===== config.mk =====
export PLATFORM = sky130hd
export DESIGN_NAME = signed_binary_to_ascii_decimal_core
export DESIGN_NICKNAME = d
export VERILOG_FILES = /design/src/rtl/sbad_pkg.sv /design/src/rtl/signed_binary_to_ascii_decimal_core.sv /design/src/rtl/sbad_conv.sv
export SDC_FILE = /design/constraint.sdc
export NUM_CORES = 1
export LEC_CHECK = 0
export BUFFER_PORTS_ARGS = -buffer_cell sky130_fd_sc_hd__buf_2
export CORE_AREA = 10 10 102 104
export CTS_CLUSTER_DIAMETER = 200
export DETAILED_ROUTE_END_ITERATION = 12
export DIE_AREA = 0 0 112 114
export PLACE_DENSITY_LB_ADDON = 0.1
export SKIP_CTS_REPAIR_TIMING = 1
export SYNTH_ARGS = -nofsm -noshare
export SYNTH_HDL_FRONTEND = slang
export SYNTH_SLANG_ARGS = --single-unit

===== constraint.sdc =====
create_clock -name i_clk -period 3.6 [get_ports i_clk]
set_clock_uncertainty 0.15 [all_clocks]
set_input_delay 0.72 -clock i_clk [delete_from_list [all_inputs] [get_ports i_clk]]
set_output_delay 0.72 -clock i_clk [all_outputs]
set_load 0.1 [all_outputs]

===== src/rtl/sbad_pkg.sv =====
// ----------------------------------------------------------------------------
// sbad_pkg: shared constants and types for the binary to ASCII decimal core
// Widths of the value, the BCD scratch word and the counters, plus the
// character codes written on the output.
// ----------------------------------------------------------------------------
package sbad_pkg;

    localparam int VALUE_BITS = 16;

    // Number of decimal digits needed for the largest magnitude, 2^(VALUE_BITS-1)
    function automatic int digits_for(int bits);
        longint v;
        int     d;
        v = longint'(1) << (bits - 1);
        d = 1;
        while (v >= 10) begin
            v = v / 10;
            d = d + 1;
        end
        return d;
    endfunction

    localparam int MAX_DIGITS   = digits_for(VALUE_BITS);
    localparam int BCD_BITS     = 4 * MAX_DIGITS;
    localparam int CNT_BITS     = $clog2(VALUE_BITS + 1);
    localparam int DIG_CNT_BITS = $clog2(MAX_DIGITS + 1);
    localparam int CHAR_BITS    = 7;

    typedef logic [VALUE_BITS-1:0]   t_value;
    typedef logic [BCD_BITS-1:0]     t_bcd;
    typedef logic [CNT_BITS-1:0]     t_cnt;
    typedef logic [DIG_CNT_BITS-1:0] t_dig_cnt;
    typedef logic [CHAR_BITS-1:0]    t_char;

    localparam t_char CODE_ZERO  = 7'd48;
    localparam t_char CODE_MINUS = 7'd45;
    localparam t_char CODE_NINE  = 7'd57;

endpackage


===== src/rtl/signed_binary_to_ascii_decimal_core.sv =====
// ----------------------------------------------------------------------------
// signed_binary_to_ascii_decimal_core: signed value to ASCII decimal text
// Takes a signed value and sends its decimal form one character per beat:
// optional minus, then digits most significant first, last one flagged.
// ----------------------------------------------------------------------------
//  channel   direction  handshake          payload
//  input     in         i_valid / o_stall  i_value (16 bit signed)
//  output    out        o_valid / i_stall  o_ascii_char (7 bit), o_last_char
//
//  A value passes through the shift-and-add-3 converter and its result is
//  captured; leading zeros are then skipped, an optional minus sign is sent,
//  and the digits are sent most significant first before the core returns to
//  idle. Each character waits until the output register is free.
//  The converter is the single shared unit; o_stall is high until the last
//  character is in the output register. Reset is synchronous, active low.
// ----------------------------------------------------------------------------
module signed_binary_to_ascii_decimal_core (
    input  logic                 i_clk,
    input  logic                 i_rst_n,
    input  logic                 i_valid,
    output logic                 o_stall,
    input  sbad_pkg::t_value     i_value,
    output logic                 o_valid,
    input  logic                 i_stall,
    output sbad_pkg::t_char      o_ascii_char,
    output logic                 o_last_char
);

    typedef enum logic [2:0] {
        S_IDLE,
        S_CONV,
        S_SKIP,
        S_SIGN,
        S_DIGIT
    } t_state;

    t_state             r_state;
    logic               r_neg;
    sbad_pkg::t_bcd     r_digits;
    sbad_pkg::t_dig_cnt r_left;
    logic               r_o_valid;
    sbad_pkg::t_char    r_o_char;
    logic               r_o_last;

    logic               w_start;
    logic               w_neg_in;
    sbad_pkg::t_value   w_mag;
    logic               w_done;
    sbad_pkg::t_bcd     w_bcd;
    logic               w_slot_free;
    logic [3:0]         w_top;

    assign w_neg_in    = i_value[sbad_pkg::VALUE_BITS-1];
    assign w_mag       = w_neg_in ? (~i_value + sbad_pkg::t_value'(1)) : i_value;
    assign w_start     = i_valid && (r_state == S_IDLE);
    assign w_slot_free = !r_o_valid || !i_stall;
    assign w_top       = r_digits[sbad_pkg::BCD_BITS-1 -: 4];

    sbad_conv u_conv (
        .i_clk   (i_clk),
        .i_rst_n (i_rst_n),
        .i_start (w_start),
        .i_mag   (w_mag),
        .o_done  (w_done),
        .o_bcd   (w_bcd)
    );

    always_ff @(posedge i_clk) begin
        if (!i_rst_n) begin
            r_state   <= S_IDLE;
            r_o_valid <= 1'b0;
        end else begin
            // load a beat in the send states, else drop the one just taken
            if (w_slot_free) begin
                r_o_valid <= (r_state == S_SIGN) || (r_state == S_DIGIT);
            end
            case (r_state)
                S_IDLE: begin
                    if (i_valid) begin
                        r_neg   <= w_neg_in;
                        r_state <= S_CONV;
                    end
                end
                S_CONV: begin
                    if (w_done) begin
                        r_digits <= w_bcd;
                        r_left   <= sbad_pkg::t_dig_cnt'(sbad_pkg::MAX_DIGITS);
                        r_state  <= S_SKIP;
                    end
                end
                S_SKIP: begin
                    // drop leading zeros, keep at least one digit
                    if (w_top == 4'd0 && r_left != sbad_pkg::t_dig_cnt'(1)) begin
                        r_digits <= {r_digits[sbad_pkg::BCD_BITS-5:0], 4'd0};
                        r_left   <= r_left - sbad_pkg::t_dig_cnt'(1);
                    end else begin
                        r_state <= r_neg ? S_SIGN : S_DIGIT;
                    end
                end
                S_SIGN: begin
                    if (w_slot_free) begin
                        r_o_char  <= sbad_pkg::CODE_MINUS;
                        r_o_last  <= 1'b0;
                        r_state   <= S_DIGIT;
                    end
                end
                S_DIGIT: begin
                    if (w_slot_free) begin
                        r_o_char  <= sbad_pkg::CODE_ZERO + sbad_pkg::t_char'(w_top);
                        r_o_last  <= (r_left == sbad_pkg::t_dig_cnt'(1));
                        r_digits  <= {r_digits[sbad_pkg::BCD_BITS-5:0], 4'd0};
                        r_left    <= r_left - sbad_pkg::t_dig_cnt'(1);
                        if (r_left == sbad_pkg::t_dig_cnt'(1)) begin
                            r_state <= S_IDLE;
                        end
                    end
                end
                default: begin
                    r_state <= S_IDLE;
                end
            endcase
        end
    end

    assign o_stall      = (r_state != S_IDLE);
    assign o_valid      = r_o_valid;
    assign o_ascii_char = r_o_char;
    assign o_last_char  = r_o_last;

    a_char_code: assert property (@(posedge i_clk) disable iff (!i_rst_n)
        o_valid |-> (o_ascii_char == sbad_pkg::CODE_MINUS ||
                     (o_ascii_char >= sbad_pkg::CODE_ZERO &&
                      o_ascii_char <= sbad_pkg::CODE_NINE)))
        else $error("output character is neither a digit nor a minus sign");

    a_minus_not_last: assert property (@(posedge i_clk) disable iff (!i_rst_n)
        (o_valid && o_ascii_char == sbad_pkg::CODE_MINUS) |-> !o_last_char)
        else $error("minus sign flagged as last character");

    a_accept_to_conv: assert property (@(posedge i_clk) disable iff (!i_rst_n)
        (i_valid && !o_stall) |=> (r_state == S_CONV))
        else $error("accepted value did not start conversion");

    a_done_in_conv: assert property (@(posedge i_clk) disable iff (!i_rst_n)
        w_done |-> (r_state == S_CONV))
        else $error("converter finished outside the conversion state");

endmodule


===== src/rtl/sbad_conv.sv =====
// ----------------------------------------------------------------------------
// sbad_conv: iterative binary to BCD converter
// One shift-and-add-3 step per cycle over all BCD digits, VALUE_BITS steps
// per magnitude. Pulses o_done when the BCD word is final.
// ----------------------------------------------------------------------------
module sbad_conv (
    input  logic            i_clk,
    input  logic            i_rst_n,
    input  logic            i_start,
    input  sbad_pkg::t_value i_mag,
    output logic            o_done,
    output sbad_pkg::t_bcd  o_bcd
);

    logic             r_busy;
    logic             r_done;
    sbad_pkg::t_cnt   r_cnt;
    sbad_pkg::t_value r_mag;
    sbad_pkg::t_bcd   r_bcd;
    sbad_pkg::t_bcd   w_adj;

    // add 3 to every digit of 5 or more before the shift
    always_comb begin
        w_adj = r_bcd;
        for (int d = 0; d < sbad_pkg::MAX_DIGITS; d++) begin
            if (r_bcd[4*d +: 4] >= 4'd5) begin
                w_adj[4*d +: 4] = r_bcd[4*d +: 4] + 4'd3;
            end
        end
    end

    always_ff @(posedge i_clk) begin
        if (!i_rst_n) begin
            r_busy <= 1'b0;
            r_done <= 1'b0;
        end else begin
            r_done <= 1'b0;
            if (i_start) begin
                r_busy <= 1'b1;
                r_cnt  <= sbad_pkg::t_cnt'(sbad_pkg::VALUE_BITS);
                r_mag  <= i_mag;
                r_bcd  <= '0;
            end else if (r_busy) begin
                r_bcd <= {w_adj[sbad_pkg::BCD_BITS-2:0], r_mag[sbad_pkg::VALUE_BITS-1]};
                r_mag <= {r_mag[sbad_pkg::VALUE_BITS-2:0], 1'b0};
                r_cnt <= r_cnt - sbad_pkg::t_cnt'(1);
                if (r_cnt == sbad_pkg::t_cnt'(1)) begin
                    r_busy <= 1'b0;
                    r_done <= 1'b1;
                end
            end
        end
    end

    assign o_done = r_done;
    assign o_bcd  = r_bcd;

endmodule


Word-level counts from Yosys, hierarchy flattened
Cells that the tools add are included.
{ "totals": {"ff_bits": 79, "input_bits": 20, "out_inout_bits": 10, "elab_cells": 97} }
{ "classes": {"addsub": 9, "order_cmp": 5, "n_eq_ne": 14, "muxes": 36, "n_bitwise": 3, "reduce_logical": 18} }
{ "ops": {"columns": ["cell", "n"], "rows": [
  ["two-way mux 20 bit", 4],
  ["case mux 20 bit (3 select lines)", 1],
  ["two-way mux 16 bit", 3],
  ["two-way mux 3 bit", 11],
  [">= comparator 4 x 3 -> 1 bit, second input constant", 5],
  ["adder 16 x 1 -> 16 bit, second input constant", 1],
  ["adder 4 x 2 -> 4 bit, second input constant", 4],
  ["two-way mux 4 bit", 4],
  ["inverter 16 bit", 1],
  ["case mux 3 bit (5 select lines)", 1],
  ["two-way mux 7 bit", 2],
  ["case mux 7 bit (2 select lines)", 1],
  ["inequality test 2 bit, second input constant", 5],
  ["case mux 3 bit (3 select lines)", 1],
  ["adder 6 x 4 -> 7 bit, first input constant", 1],
  ["equality test 3 x 1 -> 1 bit, second input constant", 2],
  ["equality test 3 x 2 -> 1 bit, second input constant", 2],
  ["two-way mux 1 bit", 6],
  ["AND reduction 6 bit", 1],
  ["nonzero test 3 bit", 2],
  ["equality test 5 x 1 -> 1 bit, second input constant", 1],
  ["two-way mux 5 bit", 1],
  ["AND reduction 5 bit", 1],
  ["subtractor 5 x 1 -> 5 bit, second input constant", 1],
  ["other kinds (17)", 23]
]} }

Depth between registers and ports, before layout
{ "depth": {"word_depth": 4, "depth_mapped": 6, "mapped_depth_nobuf": 6} }

By module
A second synthesis with hierarchy kept.
{ "unflattened": {"hier_cells": 341, "hier_area_um2": 4166.5} }
{ "by_module_without_submodules": {"columns": ["module", "n_inst", "cells_each", "area_each_um2", "seq_area_each_um2"], "rows": [
  ["sbad_conv", 1, 176, 2224.6, 1271.2],
  ["signed_binary_to_ascii_decimal_core", 1, 165, 1941.9, 980.9]
]} }

Least setup slack after synthesis
OpenSTA, ideal clock, no wires.
{ "synth_timing": {"path_type": "in2reg", "from": "in i_valid", "to": "reg u_conv.r_bcd[0] (netlist: u_conv.o_bcd[0]), enable pin", "setup_time_ns": 0.401, "t_arrival_ns": 2.290, "required_ns": 3.049, "slack_ns": 0.759, "cell_stages": 3, "n_path_buf": 1, "path_cell_list": "nor4b_1 buf_2 o21a_1"} }
{ "synth_via": {"elab_chain_len": 3} }
{ "synth_rtl": {"columns": ["element", "line", "rtl"], "rows": [
  ["start: declaration", "signed_binary_to_ascii_decimal_core.sv:20", "input logic i_valid,"],
  ["logical AND 1 bit", "signed_binary_to_ascii_decimal_core.sv:55", "assign w_start = i_valid && (r_state == S_IDLE);"],
  ["nonzero test 2 bit (no line)", null, null],
  ["AND reduction 2 bit (no line)", null, null],
  ["end signal: assignment", "sbad_conv.sv:44", "r_bcd <= {w_adj[sbad_pkg::BCD_BITS-2:0], r_mag[sbad_pkg::VALUE_BITS-1]};"],
  ["end: declaration", "sbad_conv.sv:19", "sbad_pkg::t_bcd r_bcd;"]
]} }
Every way passes these cells.
A chain may end at the register's enable or synchronous reset.

Worst setup path after layout
{ "layout_timing": {"from": "reg r_state[0]", "to": "out o_stall"} }
{ "layout_via": {"elab_chain_len": 1} }
{ "layout_rtl": {"columns": ["element", "line", "rtl"], "rows": [
  ["start: declaration", "signed_binary_to_ascii_decimal_core.sv:37", "t_state r_state;"],
  ["start signal: assignment", "signed_binary_to_ascii_decimal_core.sv:97", "r_state <= r_neg ? S_SIGN : S_DIGIT;"],
  ["nonzero test 3 bit", "signed_binary_to_ascii_decimal_core.sv:125", "assign o_stall = (r_state != S_IDLE);"],
  ["end: declaration", "signed_binary_to_ascii_decimal_core.sv:21", "output logic o_stall,"]
]} }
Every way passes these cells.

==> flow_summary.yaml <==
status:
  status: "completed"
cells_and_area:
  final_nets: 422
  diodes: 0
  ratio_of_cells_with_drive_above_1_in_the_final_layout_pct: 17.60
  synthToLayoutAreaGrowth_pct: 9.330
timing:
  max_freq_mhz: 389.4
  rsz0062_at_grt: "no"
  maxSlewViolCount: 0
  fin_crit_sh_pct: 71.33
  timing.setup.tns_ps: 0
  setup_viol: 0
  timing_hold_violations_final: 0
  maxSlewHeadroom_pct: 44.86
  finalWorstPathRequiredPeriod_ps: 2568
  tightest_slew_ps: 826.2
yosys:
  yosysWarningCount: 0
  yosysSeqAreaShare_pct: 55.61
  synthesis.area_um2: 4050
  synth-seq-cells: 77
  synth.avg_cell_area_um2: 11.13
  yosys.cell_types.count: 47
  synth_top_area_share_pct: 52.64
  post_synth_main_area_contributors: "sky130_fd_sc_hd__edfxtp_1, sky130_fd_sc_hd__ha_1, sky130_fd_sc_hd__nand2_1, sky130_fd_sc_hd__xor2_1, sky130_fd_sc_hd__o21ai_0"
  syn-instance-count: 364
  synth_enable_flop_cells: 71
  syn-num-nets: 399
  post_synth_arst_share_pct: 0
  synth_top_cell_by_area: "sky130_fd_sc_hd__edfxtp_1"
  synth_flop_cell: "sky130_fd_sc_hd__edfxtp_1"
worst_setup_path:
  timing.critical_path.required_ps: 2730
  path_max_fanout: 17
  worstPathArrival_ps: 1700
  timing.critical_path.from_type: "flip-flop"
  ws_path_type: "reg -> out"
  timing.critical_path.slowest_cell_delay_ps: 680
  end_kind: "primary output"
  critPathSlowestCell: "sky130_fd_sc_hd__dfxtp_1"
  crit_path_cell_trace: "nor2_1, nand2_1, buf_2"
route:
  num_vias: 2635
  final_antenna_net_count: 0
  first_iteration_detailed_routing_drc_count: 96
  firstDrtPassIters: 4
  avgViaCountPerCell: 5.270
  post_dr_wirelength_cell_um: 14.10
  drt-total-wl_um: 7049
  remaining_drc_errors: 0
floorplan:
  die_height_um: 114
  fp_rows: 34
  dieWidth_um: 112
  initial_utilization_pct: 47.84
  fp.dieArea_um2: 12770
  placeableCoreArea_um2: 8466
  num_io_pins: 30
clocking:
  cts_buffers: 9
  clock_tree_from_tritoncts: "yes"
  clock_root_buffer_master: "sky130_fd_sc_hd__clkbuf_8"
  cts.sinks: 77
  cts_buffer_depth: 2
  clk_latency_worst_skew_pair_ps: 350
  clock_tree.htree_level_count: 3
  clk_pin_slew_ps: 80
placement:
  hpwl_um: 4728
  place.gp.congestion: 0.7910
  place.port_buffers: 27
power:
  power.leakage_nw: 1.650
  total_power_consumption_mw: 2.304
  power-per-cell-area_nw_per_um2: 520.4
  vdd.ir_drop.worst_mv: 0.2212
global_routing:
  grt_antenna_before_repair: 0
  global_route_wire_length_before_repair_um: 12720
  grt_remaining_overflow: 0
  grt_max_degree: 42
  vias_in_the_first_global_route: 2703
  grt_use_total_pct: 11.92
run:
  cap_viol_max_count: 0
hold_path:
  hold_path_class: "reg -> reg"
[report_power, final]
| group | internal, mW | switching (mW) |
|---|---|---|
| Clock | 0.243 | 0.311 |
| Combinational | 0.195 | 0.319 |
| Sequential | 1.16 | 0.0759 |
[cell usage after synthesis, types with 3 or more instances]
cell type / number
sky130_fd_sc_hd__o31ai_1: 3
sky130_fd_sc_hd__nor4_1: 3
sky130_fd_sc_hd__a21oi_1: 16
sky130_fd_sc_hd__o21ai_1: 4
sky130_fd_sc_hd__buf_2: 6
sky130_fd_sc_hd__nor2_1: 24
sky130_fd_sc_hd__edfxtp_1: 71
sky130_fd_sc_hd__clkbuf_1: 11
sky130_fd_sc_hd__nor3_1: 9
sky130_fd_sc_hd__xor2_1: 15
sky130_fd_sc_hd__nand2_1: 46
sky130_fd_sc_hd__nand2b_1: 12
sky130_fd_sc_hd__and3_1: 4
sky130_fd_sc_hd__a211oi_1: 5
sky130_fd_sc_hd__mux2_2: 9
sky130_fd_sc_hd__inv_1: 18
sky130_fd_sc_hd__ha_1: 15
sky130_fd_sc_hd__o21ai_0: 25
sky130_fd_sc_hd__nor2b_1: 9
sky130_fd_sc_hd__dfxtp_1: 6
sky130_fd_sc_hd__xnor2_1: 11
[area by class of cell]
cell class | count | area [um^2]
inverters | 18 | 67.56
multi-input cells | 249 | 1643
clock inverters | 6 | 30.03
flip-flops and latches | 77 | 2252
well taps | 108 | 135.1
clock buffers | 10 | 127.6
fillers | 754 | 4038
repair buffers | 32 | 172.7
[routing by layer]
layer	share of wire [%]	track usage, %
met5	0	0
met1	46	14.50
met4	1.6	5.076
met2	48	19.70
met3	4.1	3.045
[state kept, by name, summed over array words and instances (netlist names)]
register,count
o_last_char,1
u_conv.r_busy,1
o_ascii_char,5
r_digits,20
u_conv.o_bcd,20
r_neg,1
u_conv.r_mag,16
u_conv.o_done,1
r_left,3
o_valid,1
r_state,3
u_conv.r_cnt,5
[worst max-delay path: cells and delay by family, from the launching register on]
kind	cells	cell delay (ps)
flip-flops	1	680
buffers and inverters	1	420
AND/OR/NAND/NOR	2	250
[placed cells by master (no fill, tap or decap), types with 11 or more instances in the layout]
cell type / synthesis / routed
sky130_fd_sc_hd__xnor2_1: 11 / 11
sky130_fd_sc_hd__a21oi_1: 16 / 16
sky130_fd_sc_hd__buf_2: 6 / 27
sky130_fd_sc_hd__edfxtp_1: 71 / 71
sky130_fd_sc_hd__inv_1: 18 / 18
sky130_fd_sc_hd__nand2_1: 46 / 46
sky130_fd_sc_hd__xor2_1: 15 / 15
sky130_fd_sc_hd__nand2b_1: 12 / 12
sky130_fd_sc_hd__ha_1: 15 / 15
sky130_fd_sc_hd__o21ai_0: 25 / 25
sky130_fd_sc_hd__nor2_1: 24 / 23
[logic make-up after synthesis]
| family | Yosys count | synth area share (%) |
|---|---|---|
| and+or+nand+nor | 128 | 15.82 |
| other | 2 | 0.1854 |
| muxes | 11 | 2.997 |
| adders and majority gates | 15 | 4.634 |
| DFF | 77 | 55.61 |
| buffers and inverters | 38 | 4.078 |
| xor gates and xnor gates | 26 | 5.623 |
| AOI/OAI and AO/OA | 67 | 11.06 |
[worst paths after layout]
path / slack [ps] / end / start / cells past startpoint
min reg2reg: 320 / u_conv.o_done / u_conv.r_busy / 2
max reg2reg: 1280 / o_ascii_char[3] / r_state[2] / 4
min: 320 / u_conv.o_done / u_conv.r_busy / 2
max: 1030 / o_stall / r_state[0] / 3
[stage by stage]
stage | cells | worst slack (ps) | utilization, % | hold slack (ps) | area (um^2)
2_1_floorplan | 364 | 759.2 | - | 293.3 | 4050
3_3_place_gp | 484 | 1041 | 50.44 | 310.7 | 4270
3_5_place_dp | 484 | 1018 | 50.44 | 313.9 | 4270
4_1_cts | 500 | 998.8 | 52.31 | 325.4 | 4428
5_1_grt | 500 | 888.3 | 52.31 | 345.2 | 4428
6_report | 500 | 1032 | 52.31 | 322.4 | 4428
Note: power is estimated with default switching activity, not from simulation.
